**src/hdl/wfc_pkg.sv**
```systemverilog
`timescale 1ns / 1ps
// ----------------------------------------------------------------------------
// wfc_pkg: shared types and constants of the windowed FNV-1a checksum
// Transfer structs of both queue sides, the internal operation word passed
// from front to back, register indexes and the FNV step function.
// ----------------------------------------------------------------------------
package wfc_pkg;

  localparam logic [31:0] FnvBasis = 32'h811C_9DC5;
  localparam logic [31:0] FnvPrime = 32'h0100_0193;
  localparam logic [15:0] HeadReset = 16'd4096;
  localparam logic [7:0]  TailReset = 8'd64;
  localparam int unsigned LenShift = 16;

  localparam int unsigned CfgIdxW  = 1;
  localparam int unsigned CfgDataW = 16;

  // Register indexes of the configuration port
  localparam logic [CfgIdxW-1:0] CfgHeadWindow = 1'b0;
  localparam logic [CfgIdxW-1:0] CfgTailWindow = 1'b1;

  typedef struct packed {
    logic [7:0]  data_byte;
    logic [31:0] blob_length;
    logic        first_item;
    logic        last_item;
    logic        empty_blob;
  } in_item_t;

  typedef struct packed {
    logic [31:0] checksum;
    logic        length_error;
  } out_item_t;

  // Operation word from the front end to the hash engine
  typedef struct packed {
    logic        fresh;     // start from the offset basis
    logic        do_byte;   // fold data into the hash
    logic [7:0]  data;
    logic        finish;    // mix in length and deliver a result
    logic [31:0] length;
    logic        err;
  } op_t;

  typedef enum logic [1:0] {
    BkRun,
    BkMix1,
    BkMix2
  } bk_state_e;

  function automatic logic [31:0] fnv_step(input logic [31:0] h, input logic [31:0] v);
    logic [31:0] x;
    x = h ^ v;
    return x * FnvPrime;
  endfunction

endpackage

```
**src/hdl/windowed_fnv1a_blob_checksum.sv**
```systemverilog
`timescale 1ns / 1ps
// ----------------------------------------------------------------------------
// windowed_fnv1a_blob_checksum: windowed FNV-1a blob checksum
// Hashes head and tail window bytes of each blob, mixes in the length and
// gives one checksum with a length mismatch flag per blob.
// ----------------------------------------------------------------------------
// Throughput: one byte per cycle while the engine is not mixing a length and
//   the result side is not stalled; each blob end adds two length mix steps.
// Result path: a last or empty item passes the queue, the byte step and two
//   length steps on its way to the result side.
// Reset: asynchronous, clears queues and blob state; windows return to 4096
//   and 64, no clearing pass.
module windowed_fnv1a_blob_checksum import wfc_pkg::*; #(
  parameter int unsigned QDepth = 4
) (
  input  logic                clk_i,
  input  logic                rst_ni,
  input  logic                cfg_we_i,
  input  logic [CfgIdxW-1:0]  cfg_idx_i,
  input  logic [CfgDataW-1:0] cfg_data_i,
  input  logic                push,
  output logic                full,
  input  in_item_t            in_item_i,
  output logic                empty,
  input  logic                pop,
  output out_item_t           out_item_o
);

  logic accept;
  op_t  front_op, back_op;
  logic q_valid, q_pop, res_valid;

  assign accept = push && !full;
  assign empty  = !res_valid;

  // Classify incoming items
  wfc_front u_front (
    .clk_i     (clk_i),
    .rst_ni    (rst_ni),
    .cfg_we_i  (cfg_we_i),
    .cfg_idx_i (cfg_idx_i),
    .cfg_data_i(cfg_data_i),
    .accept_i  (accept),
    .item_i    (in_item_i),
    .op_o      (front_op)
  );

  // Buffer operations between front and engine
  wfc_queue #(
    .QDepth(QDepth)
  ) u_queue (
    .clk_i  (clk_i),
    .rst_ni (rst_ni),
    .push_i (accept),
    .op_i   (front_op),
    .full_o (full),
    .pop_i  (q_pop),
    .valid_o(q_valid),
    .op_o   (back_op)
  );

  // Run the hash engine
  wfc_back u_back (
    .clk_i      (clk_i),
    .rst_ni     (rst_ni),
    .op_valid_i (q_valid),
    .op_i       (back_op),
    .op_pop_o   (q_pop),
    .res_valid_o(res_valid),
    .res_o      (out_item_o),
    .res_pop_i  (pop && res_valid)
  );

endmodule

```
**src/hdl/wfc_front.sv**
```systemverilog
`timescale 1ns / 1ps
// ----------------------------------------------------------------------------
// wfc_front: item classifier
// Holds the window registers, byte position and declared length, decides per
// byte whether it falls in a window and builds the operation word.
// ----------------------------------------------------------------------------
module wfc_front import wfc_pkg::*; (
  input  logic                clk_i,
  input  logic                rst_ni,
  input  logic                cfg_we_i,
  input  logic [CfgIdxW-1:0]  cfg_idx_i,
  input  logic [CfgDataW-1:0] cfg_data_i,
  input  logic                accept_i,
  input  in_item_t            item_i,
  output op_t                 op_o
);

  logic [15:0] head_q;
  logic [7:0]  tail_q;
  logic [31:0] pos_q, pos_d;
  logic [31:0] held_q, held_d;

  logic [32:0] diff;
  logic [31:0] tail_start;
  logic        win_first, win_cont, in_win;
  logic [31:0] len_eff, pos_eff;
  logic        blob_err;

  // Write configuration registers
  always_ff @(posedge clk_i or negedge rst_ni) begin
    if (!rst_ni) begin
      head_q <= HeadReset;
      tail_q <= TailReset;
    end else if (cfg_we_i) begin
      unique case (cfg_idx_i)
        CfgHeadWindow: head_q <= cfg_data_i;
        CfgTailWindow: tail_q <= cfg_data_i[7:0];
        default: ;
      endcase
    end
  end

  // Tail window start from the held length
  always_comb begin
    diff = {1'b0, held_q} - {25'd0, tail_q};
    if (!diff[32] && (diff[31:0] > {16'd0, head_q})) begin
      tail_start = diff[31:0];
    end else begin
      tail_start = {16'd0, head_q};
    end
  end

  // Classify the byte and build the operation
  always_comb begin
    win_first = (head_q != 16'd0) || (item_i.blob_length <= {24'd0, tail_q});
    win_cont  = (pos_q < {16'd0, head_q}) || (pos_q >= tail_start);
    in_win    = item_i.first_item ? win_first : win_cont;
    len_eff   = item_i.first_item ? item_i.blob_length : held_q;
    pos_eff   = item_i.first_item ? 32'd0 : pos_q;
    blob_err  = (len_eff == 32'd0) || (pos_eff != (len_eff - 32'd1));

    op_o.fresh   = item_i.first_item || item_i.empty_blob;
    op_o.do_byte = !item_i.empty_blob && in_win;
    op_o.data    = item_i.data_byte;
    op_o.finish  = item_i.last_item || item_i.empty_blob;
    op_o.length  = item_i.empty_blob ? item_i.blob_length : len_eff;
    op_o.err     = item_i.empty_blob ? (item_i.blob_length != 32'd0) : blob_err;

    // Advance position, saturate, clear at the end of a blob
    if (op_o.finish) begin
      pos_d = 32'd0;
    end else if (pos_eff == 32'hFFFF_FFFF) begin
      pos_d = pos_eff;
    end else begin
      pos_d = pos_eff + 32'd1;
    end
    held_d = (item_i.first_item || item_i.empty_blob) ? item_i.blob_length : held_q;
  end

  // Update blob tracking on each transfer
  always_ff @(posedge clk_i or negedge rst_ni) begin
    if (!rst_ni) begin
      pos_q  <= 32'd0;
      held_q <= 32'd0;
    end else if (accept_i) begin
      pos_q  <= pos_d;
      held_q <= held_d;
    end
  end

endmodule

```
**src/hdl/wfc_queue.sv**
```systemverilog
`timescale 1ns / 1ps
// ----------------------------------------------------------------------------
// wfc_queue: operation queue
// Short first-in first-out buffer between the classifier and the hash engine.
// ----------------------------------------------------------------------------
module wfc_queue import wfc_pkg::*; #(
  parameter int unsigned QDepth = 4
) (
  input  logic clk_i,
  input  logic rst_ni,
  input  logic push_i,
  input  op_t  op_i,
  output logic full_o,
  input  logic pop_i,
  output logic valid_o,
  output op_t  op_o
);

  localparam int unsigned PtrW = (QDepth > 1) ? $clog2(QDepth) : 1;
  localparam int unsigned CntW = $clog2(QDepth + 1);
  localparam logic [PtrW-1:0] LastPtr = PtrW'(QDepth - 1);
  localparam logic [CntW-1:0] FullCnt = CntW'(QDepth);

  op_t             mem_q [QDepth];
  logic [PtrW-1:0] wr_q, rd_q;
  logic [CntW-1:0] cnt_q;
  logic            do_push, do_pop;

  assign full_o  = (cnt_q == FullCnt);
  assign valid_o = (cnt_q != '0);
  assign op_o    = mem_q[rd_q];
  assign do_push = push_i && !full_o;
  assign do_pop  = pop_i && valid_o;

  // Store pushed operations
  always_ff @(posedge clk_i) begin
    if (do_push) begin
      mem_q[wr_q] <= op_i;
    end
  end

  // Advance pointers and fill count
  always_ff @(posedge clk_i or negedge rst_ni) begin
    if (!rst_ni) begin
      wr_q  <= '0;
      rd_q  <= '0;
      cnt_q <= '0;
    end else begin
      if (do_push) begin
        wr_q <= (wr_q == LastPtr) ? '0 : wr_q + PtrW'(1);
      end
      if (do_pop) begin
        rd_q <= (rd_q == LastPtr) ? '0 : rd_q + PtrW'(1);
      end
      if (do_push && !do_pop) begin
        cnt_q <= cnt_q + CntW'(1);
      end else if (do_pop && !do_push) begin
        cnt_q <= cnt_q - CntW'(1);
      end
    end
  end

endmodule

```
**src/hdl/wfc_back.sv**
```systemverilog
`timescale 1ns / 1ps
// ----------------------------------------------------------------------------
// wfc_back: hash engine
// Folds one operation per cycle into the running FNV-1a hash in BkRun; at a
// blob end mixes in the length (BkMix1, BkMix2) and loads the result register.
// ----------------------------------------------------------------------------
module wfc_back import wfc_pkg::*; (
  input  logic      clk_i,
  input  logic      rst_ni,
  input  logic      op_valid_i,
  input  op_t       op_i,
  output logic      op_pop_o,
  output logic      res_valid_o,
  output out_item_t res_o,
  input  logic      res_pop_i
);

  bk_state_e   state_q, state_d;
  logic [31:0] hash_q, hash_d;
  logic [31:0] len_q;
  logic        err_q;
  logic        res_valid_q, res_valid_d;
  out_item_t   res_q;
  logic        res_free, res_load;
  logic [31:0] h_base, step_h, step_v, step_r;

  assign res_free    = !res_valid_q || res_pop_i;
  assign res_valid_o = res_valid_q;
  assign res_o       = res_q;

  // Shared FNV step
  assign step_r = fnv_step(step_h, step_v);

  // Next state, hash and handshakes
  always_comb begin
    state_d  = state_q;
    hash_d   = hash_q;
    op_pop_o = 1'b0;
    res_load = 1'b0;
    h_base   = op_i.fresh ? FnvBasis : hash_q;
    step_h   = h_base;
    step_v   = {24'd0, op_i.data};
    unique case (state_q)
      BkRun: begin
        if (op_valid_i) begin
          op_pop_o = 1'b1;
          hash_d   = op_i.do_byte ? step_r : h_base;
          if (op_i.finish) begin
            state_d = BkMix1;
          end
        end
      end
      BkMix1: begin
        step_h  = hash_q;
        step_v  = len_q;
        hash_d  = step_r;
        state_d = BkMix2;
      end
      BkMix2: begin
        step_h = hash_q;
        step_v = len_q >> LenShift;
        if (res_free) begin
          res_load = 1'b1;
          hash_d   = FnvBasis;
          state_d  = BkRun;
        end
      end
      default: state_d = BkRun;
    endcase
    if (res_load) begin
      res_valid_d = 1'b1;
    end else if (res_pop_i) begin
      res_valid_d = 1'b0;
    end else begin
      res_valid_d = res_valid_q;
    end
  end

  // Hold control state
  always_ff @(posedge clk_i or negedge rst_ni) begin
    if (!rst_ni) begin
      state_q     <= BkRun;
      hash_q      <= FnvBasis;
      res_valid_q <= 1'b0;
    end else begin
      state_q     <= state_d;
      hash_q      <= hash_d;
      res_valid_q <= res_valid_d;
    end
  end

  // Capture blob end data and the result
  always_ff @(posedge clk_i) begin
    if (op_pop_o && op_i.finish) begin
      len_q <= op_i.length;
      err_q <= op_i.err;
    end
    if (res_load) begin
      res_q.checksum     <= step_r;
      res_q.length_error <= err_q;
    end
  end

`ifndef SYNTHESIS
  a_mix_order: assert property (@(posedge clk_i) disable iff (!rst_ni)
    state_q == BkMix1 |=> state_q == BkMix2)
    else $error("length mix steps out of order");

  a_pop_only_run: assert property (@(posedge clk_i) disable iff (!rst_ni)
    op_pop_o |-> (state_q == BkRun && op_valid_i))
    else $error("operation taken while mixing length");

  a_result_loaded: assert property (@(posedge clk_i) disable iff (!rst_ni)
    (state_q == BkMix2 && res_free) |=> (res_valid_q && hash_q == FnvBasis))
    else $error("result not loaded at blob end");
`endif

endmodule

```
**config.mk**
```make
export PLATFORM = sky130hd
export DESIGN_NAME = windowed_fnv1a_blob_checksum
export DESIGN_NICKNAME = d
export VERILOG_FILES = /design/src/hdl/wfc_pkg.sv /design/src/hdl/windowed_fnv1a_blob_checksum.sv /design/src/hdl/wfc_front.sv /design/src/hdl/wfc_queue.sv /design/src/hdl/wfc_back.sv
export SDC_FILE = /design/constraint.sdc
export NUM_CORES = 1
export LEC_CHECK = 0
export ABC_AREA = 0
export BUFFER_PORTS_ARGS = -buffer_cell sky130_fd_sc_hd__clkbuf_2
export CAP_MARGIN = 5
export CORE_AREA = 2 2 211 213
export CTS_CLUSTER_DIAMETER = 50
export DETAILED_ROUTE_END_ITERATION = 10
export DIE_AREA = 0 0 213 215
export PLACE_DENSITY_LB_ADDON = 0.2
export SLEW_MARGIN = 20
export SYNTH_ARGS = -nofsm -noshare
export SYNTH_HDL_FRONTEND = slang
export SYNTH_SLANG_ARGS = --single-unit
```
**constraint.sdc**
```tcl
create_clock -name clk_i -period 9.8 [get_ports clk_i]
set_clock_uncertainty 0.15 [all_clocks]
set_input_delay 1.96 -clock clk_i [delete_from_list [all_inputs] [get_ports clk_i]]
set_output_delay 1.96 -clock clk_i [all_outputs]
set_load 0.01 [all_outputs]
```
==> metrics list, run 1 <==
* Clock latency at the later pin of the worst-skew pair: 0.59 ns
* Number of global-route vias before repair: 18,700
- Dividing the detail-routed wire length by the instance count gives 21.4 um.
- Worst endpoint required time: a little over 10 ns
- The synthesized netlist devotes about a tenth of its cell area to simple gates.
- The worst register-to-register path has a setup slack of 1.64 ns.
- Ranked by total cell area, the synthesized netlist is headed by sky130_fd_sc_hd__edfxtp_1, sky130_fd_sc_hd__ha_1, sky130_fd_sc_hd__dfrtp_1, sky130_fd_sc_hd__fa_1, sky130_fd_sc_hd__inv_1.
- The worst path uses 83.3% of the clock period.
* Number of distinct library cells after synthesis: 81
- Largest net degree at the start of global routing: 93
- Setup violations remaining at the end of the flow were counted as 0.
- Of all nets on the critical path, the largest fanout is 25.
- Post-synthesis async set-or-reset flop share: 34.9%
* Deepest level of the CTS H-tree: 2
- After detailed routing, the number of vias per cell comes to 5.95.
- Pin placement for this block handled 100 I/O pins.
- At the pin with the least slew margin, the transition time is roughly 1.1 ns.
* Effective utilization at floorplan: 59.4%
- Critical path data arrival time: approximately 8.5 ns
- Kind of launch point of the worst setup path: flop
- The worst hold path terminates at u_back.res_o[0].
- Global-route wire length before repair: 104,000 um
* Max-cap violations: 0
- Area added between synthesis and finish: 10.2%
* Worst Hold Depth: 0
* Overall routing resource usage: 29.6%
- Summing every instance area after synthesis gives around 26,000 um^2.
- Number of nets with antenna violations after detailed routing: 0
- For the worst flop-to-flop path, the logic depth is 27.
- Total congestion overflow after global routing: 0
- In this run the worst hold path is classified as reg2reg.
* Pre-antenna DRT Iters: 5
- Sequential elements use 40.6% of the synthesized area.
- Post-CTS setup repair buffer count: 0
* Fraction of synthesized area in multiplexers: 7.91%
- Cells with a size suffix above 1 make up 15.1% of the layout.
- Total wirelength of the detailed-routed design: 66,300 um
- Fmax: 123 MHz
- In this run the mean area of a mapped cell was ~11 um^2.
- The multi-input combinational cells in the finished layout cover a total of 13,900 um^2.
* Placer's final routability congestion estimate: 0.958
* Initial antenna violation count: 3
- Counting I/O delays and the setup requirement, the final critical path takes 8.16 ns.
- Setup repair after global routing missed its margin: no
- The region available for standard cell placement spans 43,600 um^2.
* Tightest slew margin relative to the limit: between 20 and 30%
* Post-Synth Adder-Cell Area: 19.3%
* DRC viols: 0
* Post-route worst setup slack: between 1.5 and 2 ns
* Layout net count: 2,889
- Die area: ~46,000 um^2
* Pre-CTS setup slack: 1.62 ns
- When the netlist entered floorplanning its net count stood at 2,807.
* Detailed router's first-iteration violation count: 1,349
* Post-synthesis cell count: 2,388
* Top-area cell type share of the netlist area: 28.0%
- The final number of max-transition violations was 0.
- Main combinational cell family by area after synthesis: adder cells
* Footprint of the flip-flops and latches: 10,500 um^2
* Clock transition at the registers of the reported paths: 0.06 ns
- For the final routed database, the setup TNS stands at 0 ns.
- The worst hold path begins at u_back.err_q.
* Vert. Die Dim: 215 um
- In the synthesized netlist the dominant register cell turns out to be sky130_fd_sc_hd__edfxtp_1.
- The worst setup path is of the reg2reg kind.
* Final Hold Vio Count: 0
* Post-synth top area cell: sky130_fd_sc_hd__edfxtp_1
- Count of yosys warnings during synthesis: 0
- Total of buffers placed on input and output ports: 99
- Synth Area in XOR/XNOR: 5.31%
- TritonCTS Buffers: 48
* Reg-to-reg endpoint: u_back.hash_q[24]
- FF+latch count, synth: 372
- Gates resized during post-CTS repair numbered 0.
- Summing over every cut layer, the via total after detailed routing is 18,400.
- Post-Route Utilization: 65.5%
- The wire-length estimate of the detail-placed layout is 50,900 um.
- Clock tree root driver cell: sky130_fd_sc_hd__clkbuf_16
* Number of buffers on the longest clock path: 3
* Hold-fix buffers, CTS: 0
- CTS tree: done
* Filler instances: between 3,000 and 4,000
* Diode count: 0
- In this run, synthesis inferred 242 flip-flops with an integrated enable.
- Die X: about 210 um
* Result of the run: completed
* Startpoint of the worst-slack reg-to-reg timing path: u_queue.rd_q[0]
- Placement Rows: between 70 and 80
- STA classifies the critical path endpoint as a flop.
- Summing the areas of all compound-gate instances in the mapped netlist gives 10.5% of the synthesized area.
- The tree built by TritonCTS fans out to 372 sinks.
## cells in the mapped netlist, types with 5 or more instances
master                      count
sky130_fd_sc_hd__o31ai_1       18
sky130_fd_sc_hd__mux2i_1       26
sky130_fd_sc_hd__and2_1        19
sky130_fd_sc_hd__o211ai_1       6
sky130_fd_sc_hd__nor2b_1       24
sky130_fd_sc_hd__o21a_1        14
sky130_fd_sc_hd__a22oi_1       18
sky130_fd_sc_hd__mux2_2        73
sky130_fd_sc_hd__mux4_2        43
sky130_fd_sc_hd__a22o_1        18
sky130_fd_sc_hd__a21oi_1      110
sky130_fd_sc_hd__ha_1         278
sky130_fd_sc_hd__nor2_1       127
sky130_fd_sc_hd__and3_1        11
sky130_fd_sc_hd__nor3_1        32
sky130_fd_sc_hd__xnor2_1       85
sky130_fd_sc_hd__nand4_1       26
sky130_fd_sc_hd__or3_1         11
sky130_fd_sc_hd__edfxtp_1     242
sky130_fd_sc_hd__o21ai_0      129
sky130_fd_sc_hd__dfrtp_1      114
sky130_fd_sc_hd__a31oi_1       12
sky130_fd_sc_hd__dfstp_2       16
sky130_fd_sc_hd__nand2b_1      18
sky130_fd_sc_hd__nand3_1       22
sky130_fd_sc_hd__a21o_1        49
sky130_fd_sc_hd__nor4_1        29
sky130_fd_sc_hd__fa_1          76
sky130_fd_sc_hd__nand2_1      182
sky130_fd_sc_hd__nor3b_1        9
sky130_fd_sc_hd__or2_2          7
sky130_fd_sc_hd__buf_1         15
sky130_fd_sc_hd__clkbuf_1      69
sky130_fd_sc_hd__nand4b_1       5
sky130_fd_sc_hd__a2111oi_0      6
sky130_fd_sc_hd__inv_1        283
sky130_fd_sc_hd__a211oi_1       9
sky130_fd_sc_hd__xor2_1        67
sky130_fd_sc_hd__buf_2          7
## stage by stage
step                cell area, um^2  hold slack, ns  instances
floorplan                     25900           0.250       2388
global placement              27000           0.300       3011
detailed placement            27000           0.317       3012
CTS                           28600           0.332       3100
global route                  28600           0.349       3100
finish                        28600           0.334       3100
## cell type report
class	count	share of cell area, %
Clock inverter	26	0.902
Inverter	284	3.73
Timing Repair Buffer	130	2.57
Clock buffer	62	4.64
Sequential cell	372	36.9
Multi-Input combinational cell	1634	48.7
Tap cell	592	2.59
## worst max-delay path, cell delays in order (launching register included)
cell and delay [ns]:
sky130_fd_sc_hd__dfrtp_2 0.57, sky130_fd_sc_hd__buf_4 0.50, sky130_fd_sc_hd__a21oi_1 0.13, sky130_fd_sc_hd__buf_4 0.19, sky130_fd_sc_hd__nor2_1 0.52, sky130_fd_sc_hd__nor2_1 0.13
sky130_fd_sc_hd__xor2_1 0.57, sky130_fd_sc_hd__ha_1 0.36, sky130_fd_sc_hd__ha_1 0.30, sky130_fd_sc_hd__fa_1 0.56, sky130_fd_sc_hd__ha_1 0.14, sky130_fd_sc_hd__inv_1 0.05
sky130_fd_sc_hd__fa_1 0.53, sky130_fd_sc_hd__inv_1 0.04, sky130_fd_sc_hd__ha_1 0.27, sky130_fd_sc_hd__inv_1 0.05, sky130_fd_sc_hd__fa_1 0.52, sky130_fd_sc_hd__inv_1 0.04
sky130_fd_sc_hd__ha_1 0.37, sky130_fd_sc_hd__a21o_1 0.20, sky130_fd_sc_hd__a21o_1 0.18, sky130_fd_sc_hd__a21oi_1 0.13, sky130_fd_sc_hd__o21ai_0 0.09, sky130_fd_sc_hd__a21o_1 0.22
sky130_fd_sc_hd__a311o_1 0.43, sky130_fd_sc_hd__xor2_1 0.46, sky130_fd_sc_hd__a221oi_1 0.18, sky130_fd_sc_hd__a21oi_1 0.15
## logic make-up (layout without fill, tap and decap cells)
| family | Yosys count | in the layout |
|---|---|---|
| and+or+nand+nor | 554 | 554 |
| AOI/OAI and AO/OA | 430 | 430 |
| buffers and inverters | 382 | 502 |
| DFF | 372 | 372 |
| adders and majority gates | 354 | 354 |
| xor gates and xnor gates | 154 | 154 |
| muxes | 142 | 142 |
## worst max path at each step
stage                               start  slack [ns]           endpoint
after CTS                 u_queue.rd_q[0]        1.57  u_back.hash_q[24]
after global routing      u_queue.rd_q[0]        1.14  u_back.hash_q[24]
final                     u_queue.rd_q[0]        1.64  u_back.hash_q[24]
after floorplan           u_queue.rd_q[0]        2.13  u_back.hash_q[28]
after global placement    u_queue.rd_q[1]        1.52  u_back.hash_q[24]
after detailed placement  u_queue.rd_q[0]        1.62  u_back.hash_q[24]
## layout by cell type (no fill, tap or decap), types with 73 or more instances in the layout
| master | instances |
|---|---|
| sky130_fd_sc_hd__edfxtp_1 | 242 |
| sky130_fd_sc_hd__nor2_1 | 127 |
| sky130_fd_sc_hd__mux2_2 | 73 |
| sky130_fd_sc_hd__inv_1 | 283 |
| sky130_fd_sc_hd__xnor2_1 | 85 |
| sky130_fd_sc_hd__o21ai_0 | 127 |
| sky130_fd_sc_hd__dfrtp_1 | 112 |
| sky130_fd_sc_hd__ha_1 | 278 |
| sky130_fd_sc_hd__fa_1 | 76 |
| sky130_fd_sc_hd__nand2_1 | 182 |
| sky130_fd_sc_hd__a21oi_1 | 110 |
| sky130_fd_sc_hd__clkbuf_2 | 97 |
## registers in the layout, indices dropped and copies added, names as in the netlist, 3 cells and up
register and flops:
u_back.res_o 33, u_back.hash_q 32, u_front.head_q 16, u_front.tail_q 8, u_back.len_q 32, u_front.pos_q 32
u_front.held_q 32, u_queue.cnt_q 3, u_queue.mem_q 176
## per-layer routing
| metal | GRT usage [%] | share of wire, % |
|---|---|---|
| met1 | 36.8 | 40 |
| met2 | 51.7 | 50 |
| met5 | 0 | 0.035 |
| met4 | 13.0 | 4.4 |
| met3 | 3.58 | 5.0 |
Power of run 1 is not shown: default switching activity piles up to over one toggle a cycle in this logic, so the estimate is an artifact.
==> run 2, diff against run 1 <==
ABC_AREA = 1   (was 0)
CORE_AREA = 2 2 220 222   (was 2 2 211 213)
DIE_AREA = 0 0 222 224   (was 0 0 213 215)
clock period = 7.2 ns   (was 9.8 ns; I/O delays follow)
==> run 2 against run 1 <==
Core utilization fell by 0.19 points. Maximum frequency rose by 17%. Synthesized cell count rose by 36%. Die area rose by 8.6%. Area after synthesis rose by 5.1%. Wire length rose by 24%. Worst setup slack got worse by 1.4 ns. First-iteration DRC count rose by 21%. Non-clock buffer count rose by 65. Critical endpoint is now u_back.res_o[30].
==> metrics list, run 2 <==
* Result of the run: completed (unchanged)
- The type of the worst setup path is reg2reg (unchanged).
- The deepest level of the CTS H-tree is 2 (unchanged).
- Share of post-route cells with drive strength above 1: 11.1% (was 15.1%)
- The overall via count from detail_route was 23,000 (was 18,400).
* Area of the placeable core: 47,300 um^2 (was 43,600 um^2)
* Setup repair after global routing missed its margin: yes (was no)
- The distinct cell type count after synthesis came to 57 (was 81).
* Clock transition at the registers of the reported paths: 0.07 ns (was 0.06 ns)
- Number of global-route vias before repair: 23,000 (was 18,700)
* Worst Hold Depth: 0 (unchanged)
- Leading cell types in the layout, fill and taps excluded: sky130_fd_sc_hd__nand2_1, sky130_fd_sc_hd__inv_1, sky130_fd_sc_hd__ha_1 (was sky130_fd_sc_hd__inv_1, sky130_fd_sc_hd__ha_1, sky130_fd_sc_hd__edfxtp_1)
- The kind of start point of the critical path was a flop (unchanged).
* Placed cell areas: 28,800 um^2 (was 27,000 um^2)
- The count of nets left with antenna violations after detail routing is 0 (unchanged).
* Placer's final routability congestion estimate: 1.00 (was 0.958)
- Largest net degree at the start of global routing: 77 (was 93)
- The number of design rule violations left after detail routing was 0 (unchanged).
* Crit path time final: 6.99 ns (was 8.16 ns)
* Detailed router's first-iteration violation count: 1,626 (was 1,349)
- The cell row count was 80 (was 77).
* Tightest slew margin relative to the limit: 33.1% (was 27.4%)
- Worst endpoint required time: 7.44 ns (was 10.16 ns)
- Effective utilization at floorplan: 57.5% (was 59.4%)
- The top cell type's share of synthesized area is 26.7% (was 28.0%).
- The gate count after technology mapping is 3,247 (was 2,388).
* Number of enable flip-flop cells after synthesis: 242 (unchanged)
* Final slew viol count: 0 (unchanged)
- The max-cap violation count was 0 (unchanged).
- Fmax: 143 MHz (was 123 MHz)
- The largest area contributor in the synthesized netlist is sky130_fd_sc_hd__edfxtp_1 (unchanged).
* Clk sinks: 372 (unchanged)
- The number of warnings issued by yosys is 0 (unchanged).
- The layout overhead on the synthesized area came to 13.4% (was 10.2%).
* Syn nets: 3,666 (was 2,807)
- Most instantiated cells after synthesis: sky130_fd_sc_hd__nand2_1, sky130_fd_sc_hd__inv_1, sky130_fd_sc_hd__nor2_1, sky130_fd_sc_hd__ha_1, sky130_fd_sc_hd__o21ai_0 (was sky130_fd_sc_hd__inv_1, sky130_fd_sc_hd__ha_1, sky130_fd_sc_hd__edfxtp_1, sky130_fd_sc_hd__nand2_1, sky130_fd_sc_hd__o21ai_0)
- Detailed placer's ending HPWL: 64,800 um (was 50,900 um)
* Final Cell Area: 30,900 um^2 (was 28,600 um^2)
- The measured slew at the worst slew-check pin came to 1.00 ns (was 1.09 ns).
- Launching element of the worst setup path: u_back.state_q[1] (was u_queue.rd_q[0])
- Final Hold Vio Count: 0 (unchanged)
- Pre-antenna DRT Iters: 6 (was 5)
- The most frequent cell after synthesis is sky130_fd_sc_hd__nand2_1 (was sky130_fd_sc_hd__inv_1).
* FF+latch count, synth: 372 (unchanged)
- The worst min-delay path class is reg2reg (unchanged).
- The number of nets in the finished design is 3,823 (was 2,889).
- The endpoint kind of the worst setup timing path is a flop (unchanged).
* Total of buffers placed on input and output ports: 99 (unchanged)
* Clock tree root driver cell: sky130_fd_sc_hd__clkbuf_16 (unchanged)
- The register with the most flip-flops is u_queue.mem_q (unchanged).
- The clock latency on the worst-skew pair was 0.62 ns (was 0.59 ns).
- Placed Instances: 3,961 (was 3,012)
* Die area: 49,700 um^2 (was 45,800 um^2)
- Largest fanout on the critical path: 8 (was 25)
* Number of buffers on the longest clock path: 3 (unchanged)
- Leading cell types by total area after synthesis: sky130_fd_sc_hd__edfxtp_1, sky130_fd_sc_hd__ha_1, sky130_fd_sc_hd__dfrtp_1, sky130_fd_sc_hd__nand2_1, sky130_fd_sc_hd__inv_1 (was sky130_fd_sc_hd__edfxtp_1, sky130_fd_sc_hd__ha_1, sky130_fd_sc_hd__dfrtp_1, sky130_fd_sc_hd__fa_1, sky130_fd_sc_hd__inv_1)
- The die height is 224 um (was 215 um).
* Total wirelength of the detailed-routed design: 82,300 um (was 66,300 um)
* Average vias per placed instance: 5.67 (was 5.95)
- The most frequently used flop master after synthesis is sky130_fd_sc_hd__edfxtp_1 (unchanged).
- The worst-case reg-to-reg path depth came to 30 (was 27).
- Netlist area before placement: 27,200 um^2 (was 25,900 um^2)
- Initial antenna violation count: 0 (was 3)
- Global-route wire length before repair: 128,000 um (was 104,000 um)
* Final setup fails: 0 (unchanged)
* Critical path data arrival time: 7.23 ns (was 8.52 ns)
- The cts-stage hold buffer count came to 0 (unchanged).
- Minimum setup slack among reg-to-reg paths: 0.21 ns (was 1.64 ns)
- Final std cells w/o fill: 4,059 (was 3,100)
- Startpoint of the worst-slack reg-to-reg timing path: u_back.state_q[1] (was u_queue.rd_q[0])
- The horizontal die dimension is 222 um (was 213 um).
- Worst Setup EP: u_back.res_o[30] (was u_back.hash_q[24])
* Post-synthesis async set-or-reset flop share: 34.9% (unchanged)
- Overall routing resource usage: 33.4% (was 29.6%)
* CTS tree: done (unchanged)
- The portion of the post-synthesis area used by sequential elements came to 38.7% (was 40.6%).
- The sum of overflow across all layers after global routing was 0 (unchanged).
- The clock buffer count from CTS is 48 (unchanged).
- Flip-flop count of the largest register after layout: 176 (unchanged)
- Synthesized area per cell: 8.39 um^2 (was 10.9 um^2)
* Slowest library cell on the worst path: sky130_fd_sc_hd__fa_1 (was sky130_fd_sc_hd__dfrtp_2)
- The peak per-stage delay on the critical path is 0.54 ns (was 0.57 ns).
- Average wire per standard cell: 20.3 um (was 21.4 um)
- The post-route fraction of the period consumed by the critical path was 97.1% (was 83.3%).
* Diode count: 0 (unchanged)
* Reg-to-reg endpoint: u_back.res_o[30] (was u_back.hash_q[24])
* Most frequent standard cell in the layout excluding fill and tap cells: sky130_fd_sc_hd__nand2_1 (was sky130_fd_sc_hd__inv_1)
- Num ports: 100 (unchanged)
-- run 2: cell types whose count changed after synthesis, sizes merged, moves of 23 or more --
| cell | before | now |
|---|---|---|
| nand3 | 22 | 100 |
| mux2i | 26 | 0 |
| xnor2 | 85 | 31 |
| mux2 | 73 | 0 |
| mux4 | 43 | 0 |
| inv | 284 | 574 |
| o22ai | 3 | 42 |
| nor2 | 127 | 295 |
| a21o | 49 | 6 |
| nand4 | 26 | 49 |
| nand2 | 182 | 690 |
| nor2b | 24 | 0 |
| o21ai | 131 | 266 |
-- run 2: critical path, delay by kind of cell (launching register included) --
kind / cells / cell delay, ns
xor+xnor: 1 / 0.23
buf+inv: 6 / 0.64
simple gates: 10 / 1.36
fa+ha+maj: 9 / 3.34
compound gates: 4 / 0.67
flops: 1 / 0.39
-- run 2: how the worst min path moves through the flow --
stage,from,endpoint,slack (ns)
finish,u_back.err_q,u_back.res_o[0],0.30
global route,u_back.err_q,u_back.res_o[0],0.31
CTS,u_back.err_q,u_back.res_o[0],0.30
detailed placement,u_back.err_q,u_back.res_o[0],0.28
global placement,u_back.err_q,u_back.res_o[0],0.25
floorplan,u_back.err_q,u_back.res_o[0],0.25
-- run 2: stage by stage --
| step | utilization [%] | hold slack [ns] | setup WS (ns) | setup TNS (ns) |
|---|---|---|---|---|
| after floorplan | - | 0.250 | 0.108 | 0 |
| after global placement | 60.9 | 0.252 | -0.350 | -2.43 |
| after detailed placement | 60.9 | 0.280 | -0.487 | -4.76 |
| after CTS | 64.8 | 0.301 | 0.0330 | 0 |
| after global routing | 65.3 | 0.310 | -0.0485 | -0.0771 |
| final | 65.3 | 0.296 | 0.207 | 0 |
-- run 2: area by class of cell --
cell class	count	area [um^2]
well taps	615	769
inverters	576	2160
clock inverters	36	504
repair buffers	195	1250
multi-input cells	2211	14400
flip-flops and latches	372	10500
clock buffers	54	1260
fillers	4008	16400
-- run 2: cells by family after synthesis --
group                    synth area share (%)
XOR/XNOR                                 3.91
AND/OR/NAND/NOR                          19.0
adder cells (fa/ha/maj)                  18.4
AO/OA/AOI/OAI                            10.6
buffers and inverters                    9.47
flip-flops                               38.7
-- run 2: per-layer routing --
layer  part of all wire (%)  vias to the layer above  track usage, %
met3                    5.2                      229            4.14
li1                       -                    11000               -
met1                     39                    11100            39.4
met5                      0                        -               0
met4                    5.4                        0            17.0
met2                     50                      761            60.2
-- run 2: timing repair --
item	4_1_cts	5_1_grt
setup endpoints to repair	25	25
setup buffers	0	7
resized for setup	10	38
pin swaps	0	5
Power of run 2 is left out for the same reason.
==> run 3, diff against run 2 <==
CORE_AREA = 2 2 217 219   (was 2 2 220 222)
DIE_AREA = 0 0 219 221   (was 0 0 222 224)
clock period = 8.7 ns   (was 7.2 ns; I/O delays follow)
==> run 3 against run 2 <==
Core utilization barely moved. Worst setup slack improved by 0.11 ns. Register-to-register slack improved by 0.11 ns. Sequential cell count did not move. Highest routed layer is now met5. Maximum frequency fell by 17%. Non-clock buffer count fell by 61. Cell area fell by 2.7%.
==> metrics list, run 3 (synthesis results as in run 2) <==
- Biggest cell delay along the critical path: 0.65 ns (was 0.54 ns)
- The wire length after detailed routing was 81,900 um (was 82,300 um).
- Effective utilization at floorplan: 59.2% (was 57.5%)
* Fmax: 119 MHz (was 143 MHz)
- Final Hold Vio Count: 0 (unchanged)
- Initial antenna violation count: 1 (was 0)
* Detailed placer's ending HPWL: 63,600 um (was 64,800 um)
- Average vias per placed instance: 5.72 (was 5.67)
- DRC viols: 0 (unchanged)
* Worst slew pin tran: 1.14 ns (was 1.00 ns)
- The sum of overflow across all layers after global routing came to 0 (unchanged).
* Type of destination of the critical path: flop (unchanged)
* Post-Route Utilization: 65.3% (about the same)
- Final slew viol count: 0 (unchanged)
* Clock transition at the registers of the reported paths: 0.07 ns (about the same)
- The global-route wire length before repair came to 126,000 um (was 128,000 um).
- Most frequent standard cell in the layout excluding fill and tap cells: sky130_fd_sc_hd__nand2_1 (unchanged)
- Result of the run: completed (unchanged).
- Critical path data arrival time: 8.78 ns (was 7.23 ns)
- Layout net count: 3,760 (was 3,823)
- Flip-flop count of the largest register after layout: 176 (unchanged)
- Pre-antenna DRT Iters: 5 (was 6)
- Final setup fails: 0 (unchanged)
* Crit path time final: 8.38 ns (was 6.99 ns)
- The number of buffers on the longest clock path was 3 (unchanged).
- Kind of launch point of the worst setup path: flop (unchanged)
- The setup slack at placement came to 0.439 ns (was -0.487 ns).
- The maximum number of pins on one net before global-route repair is 67 (was 77).
- Post-route worst setup slack: 0.318 ns (was 0.207 ns)
* Hold-fix buffers, CTS: 0 (unchanged)
- The register with the most flip-flops is u_queue.mem_q (unchanged).
* Area of the placeable core: 46,100 um^2 (was 47,300 um^2)
- The overall die area is 48,400 um^2 (was 49,700 um^2).
* Largest fanout on the critical path: 21 (was 8)
- The post-route fraction of the period consumed by the critical path is 96.3% (was 97.1%).
* Tightest slew margin relative to the limit: 23.5% (was 33.1%)
- Slowest library cell on the worst path: sky130_fd_sc_hd__a221oi_1 (was sky130_fd_sc_hd__fa_1)
- TritonCTS Buffers: 46 (was 48)
- The deepest level of the CTS H-tree was 2 (unchanged).
- Number of global-route vias before repair: 22,500 (was 23,000)
- The cell row count came to 79 (was 80).
- Final sum of negative setup slack: 0 ns (unchanged)
- The horizontal die dimension is 219 um (was 222 um).
* Vert. Die Dim: 221 um (was 224 um)
* Filler instances: 3,913 (was 4,008)
* Leading cell types in the layout, fill and taps excluded: sky130_fd_sc_hd__nand2_1, sky130_fd_sc_hd__inv_1, sky130_fd_sc_hd__ha_1 (unchanged)
* Setup repair after global routing missed its margin: no (was yes)
* Area added between synthesis and finish: 10.3% (was 13.4%)
- The I/O pin count was 100 (unchanged).
* Critical path start-end classification: reg2reg (unchanged)
- Worst endpoint required time: 9.09 ns (was 7.44 ns)
- Clock latency at the later pin of the worst-skew pair: 0.62 ns (about the same)
- The proportion of layout cells with a drive suffix above 1 is 8.20% (was 11.1%).
- The count of clock tree sinks came to 372 (unchanged).
* Clock tree root driver cell: sky130_fd_sc_hd__clkbuf_16 (unchanged)
* Via count: 22,800 (was 23,000)
- The worst min-delay path class was reg2reg (unchanged).
- The detailed router's first-iteration violation count was 1,857 (was 1,626).
- Placed cell areas: 28,400 um^2 (was 28,800 um^2)
- Diode count: 0 (unchanged)
- Critical Path Most Common Cell: sky130_fd_sc_hd__inv_1
- The CTS tree is done (unchanged).
- The summed area of non-filler cells in the final layout was 30,100 um^2 (was 30,900 um^2).
* Placer's final routability congestion estimate: 1.00 (about the same)
- Total of buffers placed on input and output ports: 99 (unchanged)
* Max-cap violations: 0 (unchanged)
- Overall routing resource usage: 34.0% (was 33.4%)
- Average wire per standard cell: 20.5 um (was 20.3 um)
- Number of nets with antenna violations after detailed routing: 0 (unchanged)
-- run 3: changes by cell type in the layout (fill, tap and decap cells not counted), moves of 4 or more --
| cell | before | now |
|---|---|---|
| sky130_fd_sc_hd__inv_6 | 9 | 4 |
| sky130_fd_sc_hd__xor2_2 | 11 | 2 |
| sky130_fd_sc_hd__clkbuf_8 | 4 | 0 |
| sky130_fd_sc_hd__o21ai_0 | 257 | 263 |
| sky130_fd_sc_hd__nand2_2 | 6 | 2 |
| sky130_fd_sc_hd__nand2_1 | 681 | 686 |
| sky130_fd_sc_hd__buf_4 | 94 | 35 |
| sky130_fd_sc_hd__clkinv_1 | 3 | 9 |
| sky130_fd_sc_hd__xor2_1 | 77 | 86 |
| sky130_fd_sc_hd__o21ai_1 | 7 | 3 |
-- run 3: final timing paths --
| check | startpoint | slack, ns | cells past startpoint | to |
|---|---|---|---|---|
| max | u_back.state_q[0] | 0.32 | 29 | u_back.hash_q[31] |
| min | u_back.err_q | 0.29 | 0 | u_back.res_o[0] |
| max reg2reg | u_back.state_q[0] | 0.32 | 29 | u_back.hash_q[31] |
| min reg2reg | u_back.err_q | 0.29 | 0 | u_back.res_o[0] |
| max in group asynchronous | rst_ni | 5.88 | 2 | u_queue.rd_q[0] |
| min in group asynchronous | rst_ni | 0.97 | 1 | u_front.held_q[22] |
-- run 3: final cells by class --
type                       count  area (um^2)  area share, %
multi-input combinational   2211        14200           47.3
clock inverter                36          454           1.51
sequential                   372        10500           35.1
tap                          607          759           2.53
clock buffer                  50         1170           3.88
timing repair buffer         134          764           2.54
inverter                     576         2170           7.20
-- run 3: timing repair --
action / CTS / global route
resized for setup: 0 / 5
buffers inserted: 0 / 0
endpoints found under the setup margin: 0 / 6
-- run 3: per-stage QoR --
stage,cells,hold WS (ns)
2_1_floorplan,3247,0.250
3_3_place_gp,3900,0.250
3_5_place_dp,3900,0.271
4_1_cts,3986,0.286
5_1_grt,3986,0.292
6_report,3986,0.286
-- run 3: worst max-delay path, delay by kind of cell (launching register included) --
family | cells | cell delay [ns]
AOI/OAI and AO/OA | 3 | 1.03
xor gates and xnor gates | 1 | 0.62
adders and majority gates | 9 | 3.74
buffers and inverters | 10 | 1.29
DFF | 1 | 0.40
and+or+nand+nor | 6 | 1.07
-- run 3: per-layer routing --
metal	vias to the layer above	part of all wire (%)	GRT usage [%]
li1	10900	-	-
met1	10900	39	40.9
met2	806	50	59.1
met3	224	5.6	4.01
met4	2	6.1	18.9
met5	-	0.022	0
Power of run 3 is left out for the same reason.
